==> src/rtl/scpu_pkg.sv <==
// shared types and constants for the sixteen bit cpu step block
// no dependencies

package scpu_pkg;

	localparam int MEM_BYTES = 65536;
	localparam int MEM_AW    = $clog2(MEM_BYTES);
	localparam int NUM_REGS  = 32;

	localparam logic [4:0] OP_ADD = 5'd0;
	localparam logic [4:0] OP_SUB = 5'd1;
	localparam logic [4:0] OP_MUL = 5'd2;
	localparam logic [4:0] OP_DIV = 5'd3;
	localparam logic [4:0] OP_AND = 5'd4;
	localparam logic [4:0] OP_OR  = 5'd5;
	localparam logic [4:0] OP_XOR = 5'd6;
	localparam logic [4:0] OP_SHL = 5'd7;
	localparam logic [4:0] OP_LDB = 5'd10;
	localparam logic [4:0] OP_LDW = 5'd11;
	localparam logic [4:0] OP_STB = 5'd12;
	localparam logic [4:0] OP_STW = 5'd13;
	localparam logic [4:0] OP_JMP = 5'd20;
	localparam logic [4:0] OP_JZ  = 5'd21;
	localparam logic [4:0] OP_JNZ = 5'd22;
	localparam logic [4:0] OP_JC  = 5'd23;
	localparam logic [4:0] OP_JNC = 5'd24;
	localparam logic [4:0] OP_JN  = 5'd25;
	localparam logic [4:0] OP_JNN = 5'd26;
	localparam logic [4:0] OP_IN  = 5'd27;
	localparam logic [4:0] OP_OUT = 5'd28;
	localparam logic [4:0] OP_RND = 5'd29;
	localparam logic [4:0] OP_HLT = 5'd31;

	typedef enum logic [3:0] {
		ST_OK       = 4'd0,
		ST_HALT     = 4'd1,
		ST_STOPPED  = 4'd2,
		ST_BADREG   = 4'd3,
		ST_DIVZERO  = 4'd4,
		ST_BADOP    = 4'd5,
		ST_BADFETCH = 4'd6,
		ST_EMPTY    = 4'd7,
		ST_LOADED   = 4'd8
	} stat_t;

	typedef enum logic [3:0] {
		S_CLEAR,
		S_IDLE,
		S_LOAD,
		S_CHECK,
		S_FETCH,
		S_DECODE,
		S_RDREG,
		S_EXEC,
		S_DIV,
		S_MEM,
		S_DONE
	} state_t;

	typedef struct packed {
		logic [15:0] res;
		logic        c;
	} alu_res_t;

	typedef struct packed {
		logic        done;
		logic [15:0] q;
		logic [15:0] r;
	} div_res_t;

endpackage

==> src/rtl/scpu_alu.sv <==
// combinational alu: add, sub, byte mul, logic ops and shift with carry
// depends on scpu_pkg

module scpu_alu (
	input  logic [4:0]         op,
	input  logic [15:0]        u1,
	input  logic [15:0]        u2,
	output scpu_pkg::alu_res_t res
);

	logic [16:0] sum;
	logic [31:0] lsh;
	logic [16:0] rsh;
	logic [15:0] neg2;

	always_comb begin
		sum  = {1'b0, u1} + {1'b0, u2};
		neg2 = 16'(-u2);
		lsh  = {16'b0, u1} << u2[4:0];
		rsh  = {u1, 1'b0} >> neg2[4:0];
		res  = '0;
		case (op)
			scpu_pkg::OP_ADD: begin
				res.res = sum[15:0];
				res.c   = sum[16];
			end
			scpu_pkg::OP_SUB: begin
				res.res = u1 - u2;
				res.c   = sum[16];
			end
			scpu_pkg::OP_MUL: res.res = u1[7:0] * u2[7:0];
			scpu_pkg::OP_AND: res.res = u1 & u2;
			scpu_pkg::OP_OR:  res.res = u1 | u2;
			scpu_pkg::OP_XOR: res.res = u1 ^ u2;
			scpu_pkg::OP_SHL: begin
				if ($signed(u2) > 16'sd16 || $signed(u2) < -16'sd16) begin
					res = '0;
				end else if ($signed(u2) > 16'sd0) begin
					res.res = lsh[15:0];
					res.c   = lsh[16];
				end else if ($signed(u2) < 16'sd0) begin
					res.res = rsh[16:1];
					res.c   = rsh[0];
				end else begin
					res.res = u1;
				end
			end
			default: res = '0;
		endcase
	end

endmodule

==> config.mk <==
export PLATFORM = sky130hd
export DESIGN_NAME = scpu_alu
export DESIGN_NICKNAME = d
export VERILOG_FILES = /design/src/rtl/scpu_pkg.sv /design/src/rtl/scpu_alu.sv
export SDC_FILE = /design/constraint.sdc
export NUM_CORES = 1
export LEC_CHECK = 0
export BUFFER_PORTS_ARGS = -buffer_cell sky130_fd_sc_hd__buf_2
export CAP_MARGIN = 40
export CELL_PAD_IN_SITES_DETAIL_PLACEMENT = 1
export CELL_PAD_IN_SITES_GLOBAL_PLACEMENT = 2
export CORE_MARGIN = 2
export CORE_UTILIZATION = 40
export DETAILED_ROUTE_END_ITERATION = 7
export GPL_TIMING_DRIVEN = 0
export PLACE_DENSITY_LB_ADDON = 0.1
export SLEW_MARGIN = 20
export SYNTH_ARGS = -nofsm -noshare
export SYNTH_HDL_FRONTEND = slang
export SYNTH_SLANG_ARGS = --single-unit
==> constraint.sdc <==
create_clock -name vclk -period 17.4
set_clock_uncertainty 0.1 [all_clocks]
set_input_delay 1.74 -clock vclk [all_inputs]
set_output_delay 1.74 -clock vclk [all_outputs]
set_load 0.05 [all_outputs]
==> results.yml <==
final_layout:
  fillers: 1917
  n_antenna_cell: 0
  synthToLayoutAreaGrowth_pct: 8.55
  finalNonFillerCells: 1070
  layout.nets: 1048
  final_area_mm2: 0.00658
  seq_cells: 0
  seqCellArea_um2: 0
  clock_buffers: 0
  drive_gt1_share_pct: 12.3
floorplan:
  std_cell_rows: 44
  die_w_um: 127
  core_area_mm2: 0.0146
  start_util_pct: 41.4
  fp.dieH_um: 127
  ioPinCount: 54
  dieArea_mm2: 0.0161
detailed_routing:
  antenna_left: 0
  wirelength_um: 26500
  vias: 6768
  route.detailed.drc: 0
  drt_iter0_markers: 563
  wl_per_cell_um: 24.7
  vias_per_cell: 6.33
  first_pass_iters: 8
grt:
  grt_overflow: 0
  grtUsageTotal_pct: 33.2
  grt_pass1_wl_um: 41800
  antenna_found_initial: 1
  grt_use_met1_pct: 47.3
  grt_busiest_layer: "met2"
  grt_pass1_vias: 6982
  grt_start_max_net_pins: 13
  gr-usage-met2_pct: 53.1
  use_met3_pct: 3.48
worst_setup_path:
  critPathTopFamily: "adder cells"
  cp.arrival_ps: 7900
  endpoint_kind: "output port"
  cp-start-kind: "input port"
  critical_path_buf_inv_count: 8
  worstPathRequired_ps: 15560
  crit_fanout: 11
  crit_type: "input port to output port"
  cp_slowest_cell: "clkbuf_1"
  cp_cell_sequence: "buf_2, buf_2, inv_1, buf_1, clkbuf_1, nor2_1, fa_1, ha_1, inv_1, fa_1, fa_1, inv_1, ha_1, and2_1, a22o_1, or4_1, a311oi_2, a21oi_1, xor2_1, a221oi_1, o21ai_1, buf_2"
  slowest_delay_ps: 550
power:
  ir_worst_vdd_mv: 0.0502
  combPwrFrac_pct: 100.0
  clockPowerShare_pct: 0
  powerDensity_mw_per_mm2: 57.7
  seq_power_share_pct: 0
  leakagePower_nw: 3.09
  p_sw_mw: 0.246
  internal_power_mw: 0.134
  swShare_pct: 64.7
  total_power_mw: 0.379
synth:
  post-synth-top-count-cell: "inv_1"
  netlist.area_leader.share_pct: 17.6
  synth_common_cells: "inv_1 (95), nor2_1 (90), ha_1 (85)"
  yosys.area.top_type: "ha_1"
  yosysUniqueCellTypes: 65
  syn-mean-instance-area_um2: 7.31
  syn-num-nets: 989
  yosysWarnings: 0
  syn_inst: 829
  netlist_area_mm2: 0.00606
  ys_top_cells_by_area: "ha_1 (18%), fa_1 (13%), mux4_2 (7.4%)"
  ys_seq_area_share_pct: 0
timing:
  whs_ps: 3950
  max_slew_margin_pct: 41.0
  rsz0062_at_grt: "no"
  fmax_mhz: 103
  worstMarginPinSlew_ps: 874
  min_period_ps: 9740
  fin_crit_sh_pct: 56.0
  setup_tns_ps: 0
  setup_viol: 0
  hold_viol: 0
  maxSlewViolCount: 0
outcome:
  outcome: "finished clean"
placed_design:
  place_hpwl_um: 21400
  port_buffers: 54
  gp_congestion: 0.965
  place_inst: 1070
  placed_cell_area_mm2: 0.00658
clocking:
  cts_resized: 0
  ctsHoldBuffers: 0
  postCtsSetupBuffers: 0
flow_run:
  drv_cap: 0
hold_path:
  hold_class: "input port to output port"
power groups by stage:
stage / registers [mW] / logic [mW] / clock network, mW
after floorplan: 0 / 0.250 / 0
after CTS: 0 / 0.373 / 0
after global placement: 0 / 0.359 / 0
after global routing: 0 / 0.417 / 0
after detailed placement: 0 / 0.369 / 0
final: 0 / 0.379 / 0
cells by family (layout without fill, tap and decap cells):
kind of cell | Yosys count | count (layout) | synth area share [%]
AND/OR/NAND/NOR | 245 | 245 | 18.1
AO/OA/AOI/OAI | 223 | 223 | 24.8
buffers and inverters | 160 | 217 | 10.5
adder cells (fa/ha/maj) | 123 | 123 | 30.1
multiplexers | 51 | 51 | 12.6
XOR/XNOR | 27 | 27 | 3.90
worst paths after layout:
check / cells past startpoint / to / slack [ps] / start
worst max-delay path: 22 / res[15] / 7660 / u2[2]
worst min-delay path: 5 / res[9] / 3950 / op[3]
layer usage:
layer	part of all wire, %	wire length [um]
met1	45	11900
met2	44	11600
met3	7.0	1840
met4	3.9	1020
met5	0.049	13
cell usage in the layout (no fill, tap or decap), drive strengths merged, types with 20 or more instances in the layout:
cell	instances
o21ai	48
inv	95
nor2	92
buf	80
ha	85
clkbuf	35
mux4	20
fa	38
mux2i	28
nand2	79
xnor2	21
a21oi	41
cell type report:
class | instances | area (um^2) | area share [%]
inverters | 102 | 383 | 5.82
multi-input cells | 669 | 5420 | 82.5
well taps | 184 | 230 | 3.50
repair buffers | 57 | 288 | 4.38
plain buffers | 58 | 253 | 3.84
metrics by stage:
| stage | util [%] | setup slack (ps) |
|---|---|---|
| global route | 44.9 | 7400 |
| CTS | 44.9 | 7730 |
| floorplan | - | 8740 |
| detailed placement | 44.9 | 7780 |
| finish | 44.9 | 7660 |
| global placement | 44.8 | 7800 |
No activity file was read; power rests on OpenSTA's default activity.
