$ cat config.mk
export PLATFORM = sky130hd
export DESIGN_NAME = scpu_div
export DESIGN_NICKNAME = d
export VERILOG_FILES = /design/src/rtl/scpu_pkg.sv /design/src/rtl/scpu_div.sv
export SDC_FILE = /design/constraint.sdc
export NUM_CORES = 1
export LEC_CHECK = 0
export ABC_AREA = 1
export ABC_CLOCK_PERIOD_IN_PS = 4200
export CAP_MARGIN = 20
export CORE_MARGIN = 10
export CORE_UTILIZATION = 40
export CTS_BUF_LIST = sky130_fd_sc_hd__clkbuf_4
export DETAILED_ROUTE_END_ITERATION = 8
export DONT_BUFFER_PORTS = 1
export MAX_ROUTING_LAYER = met4
export PLACE_DENSITY = 0.62
export SYNTH_ARGS = -nofsm -noshare
export SYNTH_HDL_FRONTEND = slang
export SYNTH_SLANG_ARGS = --single-unit
$ cat constraint.sdc
create_clock -name clk -period 4.2 [get_ports clk]
set_clock_uncertainty 0.1 [all_clocks]
set_input_delay 0.21 -clock clk [delete_from_list [all_inputs] [get_ports clk]]
set_output_delay 0.21 -clock clk [all_outputs]
set_load 0.02 [all_outputs]
$ cat src/rtl/scpu_pkg.sv
// shared types and constants for the sixteen bit cpu step block
// no dependencies

package scpu_pkg;

	localparam int MEM_BYTES = 65536;
	localparam int MEM_AW    = $clog2(MEM_BYTES);
	localparam int NUM_REGS  = 32;

	localparam logic [4:0] OP_ADD = 5'd0;
	localparam logic [4:0] OP_SUB = 5'd1;
	localparam logic [4:0] OP_MUL = 5'd2;
	localparam logic [4:0] OP_DIV = 5'd3;
	localparam logic [4:0] OP_AND = 5'd4;
	localparam logic [4:0] OP_OR  = 5'd5;
	localparam logic [4:0] OP_XOR = 5'd6;
	localparam logic [4:0] OP_SHL = 5'd7;
	localparam logic [4:0] OP_LDB = 5'd10;
	localparam logic [4:0] OP_LDW = 5'd11;
	localparam logic [4:0] OP_STB = 5'd12;
	localparam logic [4:0] OP_STW = 5'd13;
	localparam logic [4:0] OP_JMP = 5'd20;
	localparam logic [4:0] OP_JZ  = 5'd21;
	localparam logic [4:0] OP_JNZ = 5'd22;
	localparam logic [4:0] OP_JC  = 5'd23;
	localparam logic [4:0] OP_JNC = 5'd24;
	localparam logic [4:0] OP_JN  = 5'd25;
	localparam logic [4:0] OP_JNN = 5'd26;
	localparam logic [4:0] OP_IN  = 5'd27;
	localparam logic [4:0] OP_OUT = 5'd28;
	localparam logic [4:0] OP_RND = 5'd29;
	localparam logic [4:0] OP_HLT = 5'd31;

	typedef enum logic [3:0] {
		ST_OK       = 4'd0,
		ST_HALT     = 4'd1,
		ST_STOPPED  = 4'd2,
		ST_BADREG   = 4'd3,
		ST_DIVZERO  = 4'd4,
		ST_BADOP    = 4'd5,
		ST_BADFETCH = 4'd6,
		ST_EMPTY    = 4'd7,
		ST_LOADED   = 4'd8
	} stat_t;

	typedef enum logic [3:0] {
		S_CLEAR,
		S_IDLE,
		S_LOAD,
		S_CHECK,
		S_FETCH,
		S_DECODE,
		S_RDREG,
		S_EXEC,
		S_DIV,
		S_MEM,
		S_DONE
	} state_t;

	typedef struct packed {
		logic [15:0] res;
		logic        c;
	} alu_res_t;

	typedef struct packed {
		logic        done;
		logic [15:0] q;
		logic [15:0] r;
	} div_res_t;

endpackage

$ cat src/rtl/scpu_div.sv
// iterative unsigned 16 bit divider, one quotient bit per cycle
// depends on scpu_pkg

module scpu_div (
	input  logic               clk,
	input  logic               arst_n,
	input  logic               start,
	input  logic [15:0]        num,
	input  logic [15:0]        den,
	output scpu_pkg::div_res_t res
);

	logic        busy_q;
	logic        done_q;
	logic [3:0]  cnt_q;
	logic [15:0] rem_q;
	logic [15:0] quo_q;
	logic [15:0] den_q;
	logic [16:0] trial;

	assign trial = {rem_q, quo_q[15]} - {1'b0, den_q};

	always_ff @(posedge clk or negedge arst_n) begin
		if (!arst_n) begin
			busy_q <= 1'b0;
			done_q <= 1'b0;
			cnt_q  <= '0;
		end else begin
			done_q <= 1'b0;
			if (start) begin
				busy_q <= 1'b1;
				cnt_q  <= '0;
			end else if (busy_q) begin
				cnt_q <= cnt_q + 4'd1;
				if (cnt_q == 4'd15) begin
					busy_q <= 1'b0;
					done_q <= 1'b1;
				end
			end
		end
	end

	always_ff @(posedge clk) begin
		if (start) begin
			rem_q <= '0;
			quo_q <= num;
			den_q <= den;
		end else if (busy_q) begin
			if (!trial[16]) begin
				rem_q <= trial[15:0];
			end else begin
				rem_q <= {rem_q[14:0], quo_q[15]};
			end
			quo_q <= {quo_q[14:0], ~trial[16]};
		end
	end

	assign res.done = done_q;
	assign res.q    = quo_q;
	assign res.r    = rem_q;

endmodule

==> metrics.txt <==
largest net degree at the start of global routing 35; GR Overflow Total 0; Site Rows 32; Util after Layout 48.6%; Syn Std Cell Area 3270 µm²; routed vias/inst 4.66; I/O pins 68; VDD IR max 0.210 mV; status completed; Mean Syn Cell Area 7.16 µm²; PortBufs 0; setup TNS 0 ns; fin cells 596; deepest clock path buffer count 2; Yosys warnings 0; Total GRT Usage 13.5%; Commonest cells post-synth nand2_1, inv_1, edfxtp_1; share of async-settable or async-resettable flops after synthesis 11.1%; Post-Place Cells 553; register area share after synthesis 43.7%; Worst setup SP type register; clk_lat worst skew 0.40 ns; Synth area leaders edfxtp_1, nand2_1, inv_1, dfxtp_1, ha_1; R2R Setup Slk 1.58 ns; Synth top area share 29.4%; Ant. Diodes 0; number of synthesized flops with an enable pin 32; CTS tree done; worst flop-to-flop path startpoint quo_q[15]; #FFs+latches synth 54; Core Box Area 7850 µm²; fill count 797; clock slew at reported path FFs 0.16 ns; CTS sink count 54; HP Class input port to register; Min Clock Period, post-route 2.62 ns; RSZ-0062 raised after global routing false; initial antenna violation count 0; Synth Instances 457; H-tree depth 2; Worst Tran Pin Value 0.664 ns; max_slew headroom 55.6%; DR WL/cell 13.4 µm; FMAX 382 MHz; Crit Path Max Fanout 13; CP arrival 2.83 ns; Die Ht 110 µm; Detailed Route Iter0 Violations 139; vias 2,780; most common flop cell mapped by yosys edfxtp_1; hold wc startpoint start; CP Capture Type register; Final HPWL DP 5980 µm; Final period util 62.3%; critical path data required time 4.41 ns; antenna viol nets, final 0; total CTS buffers 5; Syn-to-layout area delta 16.6%; Worst Setup SP quo_q[15]; die area 12,200 µm²; vias in the first global route 2,687; Placer Congestion 0.880; P per Cell Area 574 nW/µm²; # nets final 546; DRC 0; count leader, synth nand2_1; final hold viol count 0; setup violators final 0; share of post-route cells with drive strength above 1 3.64%; clock root buffer clkbuf_4; Unique masters post-synth 29; CP Class register to register; max_cap viols 0; initial core utilization 41.7%; Leakage Power 0.00202 µW; leading area contributor after synthesis edfxtp_1; First-pass DRT Iterations 4; fin. max-slew vios 0; die width 110 µm; net count after synthesis 510; Detailed Route WL 7980 µm; global-route wire length before repair 13,600 µm
cell type report:
class,count,area [µm²],area share [%]
multi-input cells,308,1460,38.4
flip-flops and latches,54,1430,37.5
repair buffers,37,379,9.94
inverters,87,327,8.56
well taps,102,128,3.35
clock inverters,3,47.5,1.25
clock buffers,5,37.5,0.984
cell usage in the layout, fill, tap and decap left out:
| cell | netlist | layout |
|---|---|---|
| xor2_1 | 3 | 3 |
| nor4_1 | 1 | 1 |
| dlygate4sd3_1 | 0 | 34 |
| inv_1 | 86 | 86 |
| clkinv_1 | 1 | 1 |
| nor2_2 | 2 | 2 |
| and3_1 | 1 | 1 |
| a21oi_1 | 10 | 10 |
| buf_6 | 2 | 1 |
| a21oi_2 | 1 | 1 |
| nand2_2 | 2 | 2 |
| edfxtp_1 | 32 | 32 |
| nand4_1 | 4 | 4 |
| or2_2 | 1 | 1 |
| dfrtp_1 | 6 | 6 |
| xnor2_1 | 4 | 4 |
| ha_1 | 17 | 17 |
| nor2_1 | 16 | 16 |
| clkbuf_4 | 0 | 5 |
| bufinv_16 | 0 | 1 |
| fa_1 | 1 | 1 |
| nand2_4 | 1 | 1 |
| nand2_1 | 202 | 202 |
| o21ai_0 | 8 | 8 |
| dfxtp_1 | 16 | 16 |
| inv_6 | 0 | 2 |
| buf_4 | 1 | 1 |
| or2_1 | 1 | 1 |
| nand3_1 | 29 | 29 |
| buf_12 | 0 | 1 |
| and2_1 | 1 | 1 |
| nor3_1 | 3 | 3 |
flip-flops by register name, indices dropped and copies added, names as in the netlist:
name,count
busy_q,1
den_q,16
quo_q,16
cnt_q,4
done_q,1
rem_q,16
metrics by stage:
step / instance area [µm²] / hold slack [ns] / power, µW / worst slack, ns
floorplan: 3270 / -0.186 / 1660 / 1.84
global placement: 3360 / -0.185 / 1840 / 1.66
global route: 3810 / 0.0198 / 2420 / 1.34
finish: 3810 / 0.0263 / 2190 / 1.58
CTS: 3810 / 0.00216 / 2210 / 1.56
detailed placement: 3370 / -0.185 / 1860 / 1.56
power breakdown:
group          internal (µW)  switching (µW)  leakage, µW
logic                    368             633      0.00143
clock network            130             186    0.0000462
registers                665             209     0.000541
what timing repair did:
item,in CTS,in global routing
resized for setup,0,0
setup buffers,0,0
endpoints found under the hold margin,55,0
hold buffers,35,0
layer usage:
metal / GRT usage, % / wire length [µm]
met5: - / 0
met4: 3.20 / 99
met3: 3.24 / 349
met2: 22.6 / 3960
met1: 16.1 / 3570
logic make-up after synthesis:
logic type	after synthesis	synth area share, %
xor gates and xnor gates	7	1.87
buffers and inverters	95	11.5
adders and majority gates	18	7.11
AOI/OAI and AO/OA	19	3.02
and+or+nand+nor	264	32.7
DFF	54	43.7
final timing paths:
path	to	cells past startpoint
worst max-delay path	rem_q[1]	15
worst min-delay path	done_q	2
max in group asynchronous	cnt_q[1]	2
min in group asynchronous	cnt_q[3]	2
worst min register to register	cnt_q[3]	1
worst max register to register	rem_q[1]	15
worst max-delay path, stage by stage (launching register included):
cell and delay [ns]:
edfxtp_1 0.52, inv_1 0.11, ha_1 0.24, fa_1 0.41, inv_1 0.07, nand2_1 0.04, nand2_1 0.10, nand3_1 0.08
nand2_1 0.12, nand2_2 0.07, nand2_1 0.08, nand2_1 0.11, nand2_2 0.25, nand2_1 0.11, nand3_1 0.09, nand2_1 0.05
No activity file was read; power rests on OpenSTA's default activity.
